--- config.mk ---
export PLATFORM = sky130hd
export DESIGN_NAME = antialiased_line_rasterizer_flat
export DESIGN_NICKNAME = d
export VERILOG_FILES = /design/src/sv/aalr_pkg.sv /design/src/sv/aalr_if.sv /design/src/sv/aalr_divider.sv /design/src/sv/antialiased_line_rasterizer.sv /design/src/flat_wrapper.sv
export VERILOG_INCLUDE_DIRS = /design/src /design/src/sv
export SDC_FILE = /design/constraint.sdc
export NUM_CORES = 1
export LEC_CHECK = 0
export BUFFER_PORTS_ARGS = -buffer_cell sky130_fd_sc_hd__buf_4
export CAP_MARGIN = 30
export CORE_UTILIZATION = 40
export DETAILED_ROUTE_END_ITERATION = 8
export PLACE_DENSITY = 0.63
export SYNTH_ARGS = -nofsm -noshare
export SYNTH_HDL_FRONTEND = slang
export SYNTH_SLANG_ARGS = --single-unit
--- constraint.sdc ---
create_clock -name clock -period 8.9 [get_ports clock]
set_clock_uncertainty 0.1 [all_clocks]
set_input_delay 0.89 -clock clock [delete_from_list [all_inputs] [get_ports clock]]
set_output_delay 0.89 -clock clock [all_outputs]
set_load 0.01 [all_outputs]
--- src/sv/antialiased_line_rasterizer_defines.svh ---
// assertion helpers for the rasterizer module
`ifndef ANTIALIASED_LINE_RASTERIZER_DEFINES_SVH
`define ANTIALIASED_LINE_RASTERIZER_DEFINES_SVH

// same-cycle implication, disabled during reset
`define AALR_ASSERT_NOW(label, ante, cons, msg) \
   label: assert property (@(posedge clock) disable iff (reset) (ante) |-> (cons)) \
      else $error(msg);

// next-cycle implication, disabled during reset
`define AALR_ASSERT_NEXT(label, ante, cons, msg) \
   label: assert property (@(posedge clock) disable iff (reset) (ante) |=> (cons)) \
      else $error(msg);

`endif

--- src/sv/aalr_pkg.sv ---
`timescale 1ns / 1ps

package aalr_pkg;

   // fixed payload width of the palette index
   localparam int COLOR_BITS = 4;

   // command codes of an input item
   typedef enum logic [0:0] {
      CMD_LOAD = 1'b0,
      CMD_STEP = 1'b1
   } command_type;

   // line classes, decided at load time
   typedef enum logic [2:0] {
      KIND_HORIZ  = 3'd0,
      KIND_VERT   = 3'd1,
      KIND_DIAG   = 3'd2,
      KIND_XMAJOR = 3'd3,
      KIND_YMAJOR = 3'd4
   } line_kind_type;

endpackage

--- src/sv/aalr_if.sv ---
`timescale 1ns / 1ps

// command channel into the rasterizer
interface aalr_req_if #(
   parameter int COORD_BITS = 12
);
   import aalr_pkg::*;

   logic                    valid;
   logic                    ready;
   command_type             command;
   logic [COORD_BITS-1:0]   start_x;
   logic [COORD_BITS-1:0]   start_y;
   logic [COORD_BITS-1:0]   end_x;
   logic [COORD_BITS-1:0]   end_y;
   logic [COLOR_BITS-1:0]   color_index;

   modport source (
      output valid, command, start_x, start_y, end_x, end_y, color_index,
      input  ready
   );
   modport sink (
      input  valid, command, start_x, start_y, end_x, end_y, color_index,
      output ready
   );
endinterface

// pixel channel out of the rasterizer
interface aalr_rsp_if #(
   parameter int COORD_BITS  = 12,
   parameter int WEIGHT_BITS = 8
);
   import aalr_pkg::*;

   logic                    valid;
   logic                    ready;
   logic [COORD_BITS-1:0]   pixel_x;
   logic [COORD_BITS-1:0]   pixel_y;
   logic [COLOR_BITS-1:0]   pixel_color;
   logic [WEIGHT_BITS-1:0]  weight;
   logic                    last_of_run;
   logic                    line_done;

   modport source (
      output valid, pixel_x, pixel_y, pixel_color, weight, last_of_run, line_done,
      input  ready
   );
   modport sink (
      input  valid, pixel_x, pixel_y, pixel_color, weight, last_of_run, line_done,
      output ready
   );
endinterface

--- src/sv/aalr_divider.sv ---
`timescale 1ns / 1ps

// restoring divider: quotient = (numer << QUOT_BITS) / denom, numer < denom
// one quotient bit per cycle
module aalr_divider #(
   parameter int DIVIDEND_BITS = 12,
   parameter int QUOT_BITS     = 16
) (
   input  logic                     clock,
   input  logic                     reset,
   input  logic                     start,
   input  logic [DIVIDEND_BITS-1:0] numer,
   input  logic [DIVIDEND_BITS-1:0] denom,
   output logic                     done,
   output logic [QUOT_BITS-1:0]     quotient
);
   localparam int CNT_BITS = $clog2(QUOT_BITS + 1);

   logic                     active_ff;
   logic                     done_ff;
   logic [CNT_BITS-1:0]      cnt_ff;
   logic [DIVIDEND_BITS-1:0] rem_ff;
   logic [DIVIDEND_BITS-1:0] denom_ff;
   logic [QUOT_BITS-1:0]     quot_ff;

   logic [DIVIDEND_BITS:0]   shifted;
   logic                     qbit;
   logic [DIVIDEND_BITS-1:0] rem_in;

   // one trial subtraction
   always_comb begin
      shifted = {rem_ff, 1'b0};
      qbit    = (shifted >= {1'b0, denom_ff});
      rem_in  = qbit ? DIVIDEND_BITS'(shifted - {1'b0, denom_ff})
                     : DIVIDEND_BITS'(shifted);
   end

   // iteration control and datapath registers
   always_ff @(posedge clock) begin
      if (reset) begin
         active_ff <= 1'b0;
         done_ff   <= 1'b0;
         cnt_ff    <= '0;
      end else begin
         // done pulses with the last quotient bit
         done_ff <= !start && active_ff && (cnt_ff == CNT_BITS'(1));
         if (start) begin
            active_ff <= 1'b1;
            cnt_ff    <= CNT_BITS'(QUOT_BITS);
            rem_ff    <= numer;
            denom_ff  <= denom;
            quot_ff   <= '0;
         end else if (active_ff) begin
            rem_ff  <= rem_in;
            quot_ff <= {quot_ff[QUOT_BITS-2:0], qbit};
            cnt_ff  <= cnt_ff - CNT_BITS'(1);
            if (cnt_ff == CNT_BITS'(1)) begin
               active_ff <= 1'b0;
            end
         end
      end
   end

   assign done     = done_ff;
   assign quotient = quot_ff;

endmodule

--- src/sv/antialiased_line_rasterizer.sv ---
`timescale 1ns / 1ps

// Antialiased line rasterizer (Wu). A load item takes two endpoints and a
// color, orders them so rows run upward and returns the exact first pixel;
// each step item then returns the next pixel, or for lines that are neither
// horizontal, vertical nor diagonal a weighted pair of neighboring pixels,
// with the endpoint returned exactly and flagged as the line's last pixel.
// Items are handled one at a time: the block takes an item, presents its one
// or two pixels from the next cycle on, and is ready again once the last
// pixel is taken, the output register has emptied and the sequencer has
// gone back to idle. A load of a general slope line also runs the shared
// restoring divider for the fractional error step, one quotient bit per
// cycle. Steps on an idle block are taken and return nothing. Coordinates
// wrap at COORD_BITS.
module antialiased_line_rasterizer #(
   parameter int COORD_BITS    = 12,
   parameter int FRACTION_BITS = 16,
   parameter int WEIGHT_BITS   = 8
) (
   input  logic       clock,
   input  logic       reset,
   aalr_req_if.sink   req_chan,
   aalr_rsp_if.source rsp_chan
);
   import aalr_pkg::*;

   `include "antialiased_line_rasterizer_defines.svh"

   localparam int STEP_BITS = COORD_BITS + 1;

   typedef enum logic [1:0] {
      S_IDLE,
      S_DIV,
      S_OUT
   } state_type;

   state_type                state_ff;

   // line state
   logic [COORD_BITS-1:0]    cur_x_ff, cur_y_ff, final_x_ff, final_y_ff;
   logic                     step_left_ff;
   logic [STEP_BITS-1:0]     steps_ff;
   logic [FRACTION_BITS-1:0] error_acc_ff, error_step_ff;
   line_kind_type            kind_ff;
   logic [COLOR_BITS-1:0]    color_ff;
   logic                     line_busy_ff;

   // divider operands
   logic                     div_start_ff;
   logic [COORD_BITS-1:0]    div_num_ff, div_den_ff;
   logic                     div_done;
   logic [FRACTION_BITS-1:0] div_quot;

   // output register and second pixel of a pair
   logic                     rsp_valid_ff;
   logic [COORD_BITS-1:0]    rsp_x_ff, rsp_y_ff;
   logic [WEIGHT_BITS-1:0]   rsp_w_ff;
   logic                     rsp_last_ff, rsp_done_ff;
   logic                     pend_valid_ff;
   logic [COORD_BITS-1:0]    pend_x_ff, pend_y_ff;
   logic [WEIGHT_BITS-1:0]   pend_w_ff;

   logic                     req_take, rsp_take;

   // load decode
   logic [COORD_BITS-1:0]    ld_x0, ld_y0, ld_x1, ld_y1, ld_dx, ld_dy;
   logic                     ld_left;
   line_kind_type            ld_kind;
   logic [COORD_BITS-1:0]    ld_steps;
   logic                     ld_general;

   // step datapath
   logic [FRACTION_BITS:0]   acc_sum;
   logic                     carry;
   logic [FRACTION_BITS-1:0] acc_in;
   logic [WEIGHT_BITS-1:0]   st_w;
   logic [COORD_BITS-1:0]    x_adv, y_inc;
   logic [COORD_BITS-1:0]    st_x_in, st_y_in;
   logic [COORD_BITS-1:0]    st_px, st_py;
   logic                     st_final;
   logic                     st_pair;

   assign req_take = req_chan.valid && req_chan.ready;
   assign rsp_take = rsp_valid_ff && rsp_chan.ready;

   // load: order endpoints, deltas and line class
   always_comb begin
      if (req_chan.start_y > req_chan.end_y) begin
         ld_x0 = req_chan.end_x;
         ld_y0 = req_chan.end_y;
         ld_x1 = req_chan.start_x;
         ld_y1 = req_chan.start_y;
      end else begin
         ld_x0 = req_chan.start_x;
         ld_y0 = req_chan.start_y;
         ld_x1 = req_chan.end_x;
         ld_y1 = req_chan.end_y;
      end
      ld_left = (ld_x1 < ld_x0);
      ld_dx   = ld_left ? (ld_x0 - ld_x1) : (ld_x1 - ld_x0);
      ld_dy   = ld_y1 - ld_y0;
      if (ld_dy == '0) begin
         ld_kind  = KIND_HORIZ;
         ld_steps = ld_dx;
      end else if (ld_dx == '0) begin
         ld_kind  = KIND_VERT;
         ld_steps = ld_dy;
      end else if (ld_dx == ld_dy) begin
         ld_kind  = KIND_DIAG;
         ld_steps = ld_dy;
      end else if (ld_dx > ld_dy) begin
         ld_kind  = KIND_XMAJOR;
         ld_steps = ld_dx;
      end else begin
         ld_kind  = KIND_YMAJOR;
         ld_steps = ld_dy;
      end
      ld_general = (ld_kind == KIND_XMAJOR) || (ld_kind == KIND_YMAJOR);
   end

   // step: error accumulate, next position and neighbor pixel
   always_comb begin
      acc_sum  = {1'b0, error_acc_ff} + {1'b0, error_step_ff};
      carry    = acc_sum[FRACTION_BITS];
      acc_in   = acc_sum[FRACTION_BITS-1:0];
      st_w     = acc_in[FRACTION_BITS-1 -: WEIGHT_BITS];
      x_adv    = step_left_ff ? (cur_x_ff - COORD_BITS'(1)) : (cur_x_ff + COORD_BITS'(1));
      y_inc    = cur_y_ff + COORD_BITS'(1);
      st_final = (steps_ff <= STEP_BITS'(1));
      st_pair  = 1'b0;
      st_x_in  = cur_x_ff;
      st_y_in  = cur_y_ff;
      case (kind_ff)
         KIND_HORIZ: begin
            st_x_in = x_adv;
         end
         KIND_VERT: begin
            st_y_in = y_inc;
         end
         KIND_DIAG: begin
            st_x_in = x_adv;
            st_y_in = y_inc;
         end
         KIND_XMAJOR: begin
            st_pair = 1'b1;
            st_x_in = x_adv;
            st_y_in = carry ? y_inc : cur_y_ff;
         end
         KIND_YMAJOR: begin
            st_pair = 1'b1;
            st_x_in = carry ? x_adv : cur_x_ff;
            st_y_in = y_inc;
         end
         default: begin
            st_pair = 1'b0;
         end
      endcase
      // neighbor on the minor axis
      if (kind_ff == KIND_XMAJOR) begin
         st_px = st_x_in;
         st_py = st_y_in + COORD_BITS'(1);
      end else begin
         st_px = step_left_ff ? (st_x_in - COORD_BITS'(1)) : (st_x_in + COORD_BITS'(1));
         st_py = st_y_in;
      end
   end

   // sequencer, line state and output registers
   always_ff @(posedge clock) begin
      if (reset) begin
         state_ff      <= S_IDLE;
         rsp_valid_ff  <= 1'b0;
         pend_valid_ff <= 1'b0;
         div_start_ff  <= 1'b0;
         line_busy_ff  <= 1'b0;
         cur_x_ff      <= '0;
         cur_y_ff      <= '0;
         final_x_ff    <= '0;
         final_y_ff    <= '0;
         step_left_ff  <= 1'b0;
         steps_ff      <= '0;
         error_acc_ff  <= '0;
         error_step_ff <= '0;
         kind_ff       <= KIND_HORIZ;
         color_ff      <= '0;
      end else begin
         // divider kicks off for a general line load
         div_start_ff <= req_take && (state_ff == S_IDLE) &&
                         (req_chan.command == CMD_LOAD) && ld_general;

         // hand over a taken pixel, or the waiting second one
         if (rsp_take) begin
            if (pend_valid_ff) begin
               rsp_x_ff      <= pend_x_ff;
               rsp_y_ff      <= pend_y_ff;
               rsp_w_ff      <= pend_w_ff;
               rsp_last_ff   <= 1'b1;
               rsp_done_ff   <= 1'b0;
               pend_valid_ff <= 1'b0;
            end else begin
               rsp_valid_ff <= 1'b0;
            end
         end

         case (state_ff)
            S_IDLE: begin
               if (req_take && req_chan.command == CMD_LOAD) begin
                  cur_x_ff      <= ld_x0;
                  cur_y_ff      <= ld_y0;
                  final_x_ff    <= ld_x1;
                  final_y_ff    <= ld_y1;
                  step_left_ff  <= ld_left;
                  steps_ff      <= {1'b0, ld_steps};
                  error_acc_ff  <= '0;
                  error_step_ff <= '0;
                  kind_ff       <= ld_kind;
                  color_ff      <= req_chan.color_index;
                  line_busy_ff  <= (ld_steps != '0);
                  rsp_valid_ff  <= 1'b1;
                  rsp_x_ff      <= ld_x0;
                  rsp_y_ff      <= ld_y0;
                  rsp_w_ff      <= '0;
                  rsp_last_ff   <= 1'b1;
                  rsp_done_ff   <= (ld_steps == '0);
                  if (ld_general) begin
                     div_num_ff   <= (ld_kind == KIND_XMAJOR) ? ld_dy : ld_dx;
                     div_den_ff   <= (ld_kind == KIND_XMAJOR) ? ld_dx : ld_dy;
                     state_ff     <= S_DIV;
                  end else begin
                     state_ff <= S_OUT;
                  end
               end else if (req_take && line_busy_ff) begin
                  rsp_valid_ff <= 1'b1;
                  state_ff     <= S_OUT;
                  if (st_final) begin
                     steps_ff     <= '0;
                     line_busy_ff <= 1'b0;
                     cur_x_ff     <= final_x_ff;
                     cur_y_ff     <= final_y_ff;
                     rsp_x_ff     <= final_x_ff;
                     rsp_y_ff     <= final_y_ff;
                     rsp_w_ff     <= '0;
                     rsp_last_ff  <= 1'b1;
                     rsp_done_ff  <= 1'b1;
                  end else begin
                     steps_ff    <= steps_ff - STEP_BITS'(1);
                     cur_x_ff    <= st_x_in;
                     cur_y_ff    <= st_y_in;
                     rsp_x_ff    <= st_x_in;
                     rsp_y_ff    <= st_y_in;
                     rsp_done_ff <= 1'b0;
                     if (st_pair) begin
                        error_acc_ff  <= acc_in;
                        rsp_w_ff      <= st_w;
                        rsp_last_ff   <= 1'b0;
                        pend_valid_ff <= 1'b1;
                        pend_x_ff     <= st_px;
                        pend_y_ff     <= st_py;
                        pend_w_ff     <= ~st_w;
                     end else begin
                        rsp_w_ff    <= '0;
                        rsp_last_ff <= 1'b1;
                     end
                  end
               end
            end
            S_DIV: begin
               if (div_done) begin
                  error_step_ff <= div_quot;
                  state_ff      <= S_OUT;
               end
            end
            S_OUT: begin
               if (!rsp_valid_ff) begin
                  state_ff <= S_IDLE;
               end
            end
            default: begin
               state_ff <= S_IDLE;
            end
         endcase
      end
   end

   // shared divider for the fractional error step
   aalr_divider #(
      .DIVIDEND_BITS (COORD_BITS),
      .QUOT_BITS     (FRACTION_BITS)
   ) u_divider (
      .clock    (clock),
      .reset    (reset),
      .start    (div_start_ff),
      .numer    (div_num_ff),
      .denom    (div_den_ff),
      .done     (div_done),
      .quotient (div_quot)
   );

   assign req_chan.ready       = (state_ff == S_IDLE);
   assign rsp_chan.valid       = rsp_valid_ff;
   assign rsp_chan.pixel_x     = rsp_x_ff;
   assign rsp_chan.pixel_y     = rsp_y_ff;
   assign rsp_chan.pixel_color = color_ff;
   assign rsp_chan.weight      = rsp_w_ff;
   assign rsp_chan.last_of_run = rsp_last_ff;
   assign rsp_chan.line_done   = rsp_done_ff;

   // checks
   `AALR_ASSERT_NOW(a_ready_no_output, req_chan.ready, !rsp_valid_ff && !pend_valid_ff,
      "item accepted while a pixel is still waiting")
   `AALR_ASSERT_NOW(a_pend_behind_out, pend_valid_ff, rsp_valid_ff,
      "second pixel of a pair held without a first")
   `AALR_ASSERT_NOW(a_div_general, state_ff == S_DIV,
      kind_ff == KIND_XMAJOR || kind_ff == KIND_YMAJOR,
      "division running for a line that needs none")
   `AALR_ASSERT_NOW(a_idle_no_steps, !line_busy_ff, steps_ff == '0,
      "steps left on a finished line")
   `AALR_ASSERT_NEXT(a_done_leaves_div, state_ff == S_DIV && div_done, state_ff == S_OUT,
      "divider result not taken")

endmodule

--- src/flat_wrapper.sv ---
// flat-port wrapper written by rule: the top's interface ports become plain ports
module antialiased_line_rasterizer_flat import aalr_pkg::*;
#(
   parameter int COORD_BITS    = 12,
   parameter int FRACTION_BITS = 16,
   parameter int WEIGHT_BITS   = 8
)
  (clock, reset, req_chan_valid, req_chan_command, req_chan_start_x, req_chan_start_y, req_chan_end_x, req_chan_end_y, req_chan_color_index, req_chan_ready, rsp_chan_valid, rsp_chan_pixel_x, rsp_chan_pixel_y, rsp_chan_pixel_color, rsp_chan_weight, rsp_chan_last_of_run, rsp_chan_line_done, rsp_chan_ready);
  aalr_req_if #(.COORD_BITS(COORD_BITS)) req_chan_i ();
  aalr_rsp_if #(.COORD_BITS(COORD_BITS), .WEIGHT_BITS(WEIGHT_BITS)) rsp_chan_i ();
  input  logic clock;
  input  logic reset;
  input wire logic [$bits(req_chan_i.valid)-1:0] req_chan_valid;
  input wire logic [$bits(req_chan_i.command)-1:0] req_chan_command;
  input wire logic [$bits(req_chan_i.start_x)-1:0] req_chan_start_x;
  input wire logic [$bits(req_chan_i.start_y)-1:0] req_chan_start_y;
  input wire logic [$bits(req_chan_i.end_x)-1:0] req_chan_end_x;
  input wire logic [$bits(req_chan_i.end_y)-1:0] req_chan_end_y;
  input wire logic [$bits(req_chan_i.color_index)-1:0] req_chan_color_index;
  output wire logic [$bits(req_chan_i.ready)-1:0] req_chan_ready;
  output wire logic [$bits(rsp_chan_i.valid)-1:0] rsp_chan_valid;
  output wire logic [$bits(rsp_chan_i.pixel_x)-1:0] rsp_chan_pixel_x;
  output wire logic [$bits(rsp_chan_i.pixel_y)-1:0] rsp_chan_pixel_y;
  output wire logic [$bits(rsp_chan_i.pixel_color)-1:0] rsp_chan_pixel_color;
  output wire logic [$bits(rsp_chan_i.weight)-1:0] rsp_chan_weight;
  output wire logic [$bits(rsp_chan_i.last_of_run)-1:0] rsp_chan_last_of_run;
  output wire logic [$bits(rsp_chan_i.line_done)-1:0] rsp_chan_line_done;
  input wire logic [$bits(rsp_chan_i.ready)-1:0] rsp_chan_ready;
  assign req_chan_i.valid = req_chan_valid;
  assign req_chan_i.command = req_chan_command;
  assign req_chan_i.start_x = req_chan_start_x;
  assign req_chan_i.start_y = req_chan_start_y;
  assign req_chan_i.end_x = req_chan_end_x;
  assign req_chan_i.end_y = req_chan_end_y;
  assign req_chan_i.color_index = req_chan_color_index;
  assign req_chan_ready = req_chan_i.ready;
  assign rsp_chan_valid = rsp_chan_i.valid;
  assign rsp_chan_pixel_x = rsp_chan_i.pixel_x;
  assign rsp_chan_pixel_y = rsp_chan_i.pixel_y;
  assign rsp_chan_pixel_color = rsp_chan_i.pixel_color;
  assign rsp_chan_weight = rsp_chan_i.weight;
  assign rsp_chan_last_of_run = rsp_chan_i.last_of_run;
  assign rsp_chan_line_done = rsp_chan_i.line_done;
  assign rsp_chan_i.ready = rsp_chan_ready;
  antialiased_line_rasterizer #(.COORD_BITS(COORD_BITS), .FRACTION_BITS(FRACTION_BITS), .WEIGHT_BITS(WEIGHT_BITS)) u_core (.clock(clock), .reset(reset), .req_chan(req_chan_i), .rsp_chan(rsp_chan_i));
endmodule
==> summary.md <==
| Metric | Value |
|---|---|
| Multi-input gate area | slightly below 0.01 sq mm |
| Synth cell types | 94 |
| Yosys top cell area share | 23.49% |
| Syn-to-layout area delta | 13.61% |
| Share of synthesized registers carrying an async set or reset | 0% |
| CTS clock-pin slew for the worst setup and hold paths | 0.06 ns |
| Synthesized cell area | 0.01662 sq mm |
| Num ports | 97 |
| Peak VDD IR | 0.0001336 V |
| Worst Hold Class | register to register |
| EDFF count, synth | between 100 and 150 |
| Hold_ws | between 0.3 and 0.4 ns |
| Hold_buf cts | 0 |
| Core region area | ~0.041 sq mm |
| Slowest stage delay, CP | 0.79 ns |
| Register area share after synthesis | 37.22% |
| Count leader, synth | nand2_1 |
| Largest fanout on the critical path | 32 |
| RSZ-0062 raised after global routing | no |
| CTS tree | built |
| Final Hold Fails | 0 |
| Avg Inst Size Synth | approximately 8.4 sq um |
| Initial DRT Pass Iterations | 5 |
| FF-to-FF Start | u_core.error_step_ff[0]$_SDFFE_PP0P_ |
| Total of max-cap violations | 0 |
| Total Power | approximately 4.2 mW |
| Final setup vio count | 0 |
| Top Family by Delay on Critical Path | compound AO/OA/AOI/OAI gates |
| Yosys warns | 0 |
| Global-route wire length before repair | between 70000 and 80000 um |
| Most used DFF post-synth | edfxtp_1 |
| I/O Buffers | 96 |
| Initial core utilization | 40.61% |
| Share of cells above drive strength 1 | 11.21% |
| Maximum clock frequency | about 0.13 GHz |
| Final Max Slew Viols | 0 |
| Drt total wl | 48570 um |
| WS Path Type | input pin to register |
| Clock Tree Root | clkbuf_16 |
| Final layout net count | between 2000 and 2500 |
| Crit. Startpoint | req_chan_end_y[11] |
| Antenna violations before repair | 7 |
| Setup bufs post-CTS | 0 |
| Slowest library cell on the worst path | o21ai_4 |
| Worst-Margin Slew | 0.9897 ns |
| PostCTS Resize Cnt | 0 |
| Pin count of the biggest net entering global routing | between 80 and 90 |
| Layout fillers | 4019 |
| WP data arrival | 8.14 ns |
| Critical Path Start Type | input pin |
| Post-DP HPWL | 35550 um |
| Worst-Skew Late Latency | 0.57 ns |
| Die height | 205.8 um |
| Main area contributors after synthesis | edfxtp_1 23%, dfxtp_1 14%, ha_1 6.1%, nand2_1 6.0%, a21oi_1 5.0% |
| Static Leak | around 7.4 nW |
| Launch point of the worst hold path | u_core.div_den_ff[9]$_DFFE_PP_ |
| Worst slew margin | 33.41% |
| PD cells | between 200 and 250 mW/mm^2 |
| Die area | 0.04237 sq mm |
| Vias post-DR | 14714 |
| Buf+Inv Stages, Crit Path | 5 |
| Worst setup EP type | register |
| GR Util All Layers | 22.81% |
| Clock Sink Count | ~240 |
| DRC viols | 0 |
| Chip Width | around 200 um |
| Clock buffer count from CTS | 29 |
| Status | complete, no violations |
| Via/cell ratio | ~5.7 |
| Reg area | 0.006186 sq mm |
| Period minus WS final | slightly below 8 ns |
| Syn Inst Count | about 2000 |
| Critical Path RT | 9.31 ns |
| Syn nets | 2116 |
| Synth top cells by count | 265 x nand2_1, 203 x nor2_1, 165 x a21oi_1 |
| Flop and latch count out of synthesis | around 240 |
| Final period util | 86.94% |
| Total grt overflow | 0 |
| Vias in the first global route | 13925 |
| Setup TNS Final | 0 ns |
| Initial DRC Count | 1070 |
| Antenna-violating nets left | 0 |
| Placer Congestion | 0.9484 |
| Num rows | 74 |
| Avg WL per Cell | 18.85 um |
| Largest area contributor in the netlist | edfxtp_1 |
| H-tree levels | 1 |
| Clk buf depth | 3 |
## sequential cells by signal, indices dropped and copies added, names as in the netlist, 12 cells and up
signal,count
u_core.u_divider.rem_ff,12
u_core.div_den_ff,12
u_core.steps_ff,13
u_core.error_step_ff,16
u_core.error_acc_ff,16
u_core.pend_x_ff,12
u_core.div_num_ff,12
u_core.cur_x_ff,12
u_core.rsp_chan.pixel_y,12
u_core.final_y_ff,12
u_core.u_divider.denom_ff,12
u_core.cur_y_ff,12
u_core.u_divider.quotient,16
u_core.pend_y_ff,12
u_core.final_x_ff,12
u_core.rsp_chan.pixel_x,12
## stage by stage
step / instance area, sq um / instances / utilization (%) / setup WS (ns)
6_report: 18880 / 2577 / 46.14 / 1.162
5_1_grt: 18880 / 2575 / 46.13 / 0.6409
4_1_cts: 18860 / 2573 / 46.09 / 1.306
3_5_place_dp: 17830 / 2519 / 43.57 / 0.7299
3_3_place_gp: 17800 / 2518 / 43.50 / 0.8702
2_1_floorplan: 16620 / 1974 / - / 1.673
## power by group
part / internal, mW / switching, mW / leakage, nW
Clock: 0.783 / 0.503 / 0.506
Combinational: 0.552 / 0.906 / 4.77
Sequential: 1.34 / 0.0848 / 2.14
Total: 2.67 / 1.49 / 7.41
## placed cells by master, fill, tap and decap left out, drive strengths merged, types with 14 or more instances in the layout
master  instances
nand2         266
nor2          203
a21oi         168
edfxtp        130
buf           123
dfxtp         114
o21ai         112
inv            97
ha             81
mux2i          55
xnor2          54
nor3           52
a211oi         47
nand3          45
nor2b          42
xor2           35
clkbuf         32
nand2b         29
a311oi         26
a31oi          26
a21o           19
mux2           19
o21bai         18
o22ai          17
or3            17
and2           14
## routing by layer
layer | vias to the layer above | GRT usage (%) | wire length (um)
li1 | 7212 | - | -
met1 | 6991 | 31.40 | 22540
met2 | 416 | 36.88 | 21720
met3 | 85 | 3.690 | 2955
met4 | 10 | 6.066 | 1293
met5 | - | 0 | 62
## final cells by class
class / instances / share of cell area (%)
diodes: 2 / 0.02650
clock buffers: 32 / 3.956
clock inverters: 22 / 1.517
inverters: 95 / 1.888
multi-input cells: 1527 / 51.33
flip-flops and latches: 244 / 32.76
well taps: 532 / 3.525
repair buffers: 123 / 4.996
## kinds of logic after synthesis
family | count (synthesis) | share of synthesized area [%]
AOI/OAI and AO/OA | 538 | 21.28
xor gates and xnor gates | 89 | 4.735
muxes | 74 | 4.667
buffers and inverters | 203 | 4.765
DFF | 244 | 37.22
and+or+nand+nor | 732 | 20.21
adders and majority gates | 94 | 7.121
## worst paths after layout
kind / to / slack [ns] / cells after the start
setup / recovery: u_core.steps_ff[2]$_SDFFE_PP0P_ / 1.16 / 28
hold / removal: u_core.u_divider.denom_ff[9]$_DFFE_PP_ / 0.32 / 0
setup reg to reg: u_core.pend_x_ff[11]$_DFFE_PP_ / 1.91 / 24
hold reg to reg: u_core.u_divider.denom_ff[9]$_DFFE_PP_ / 0.32 / 0
No activity file was read; power rests on OpenSTA's default activity.
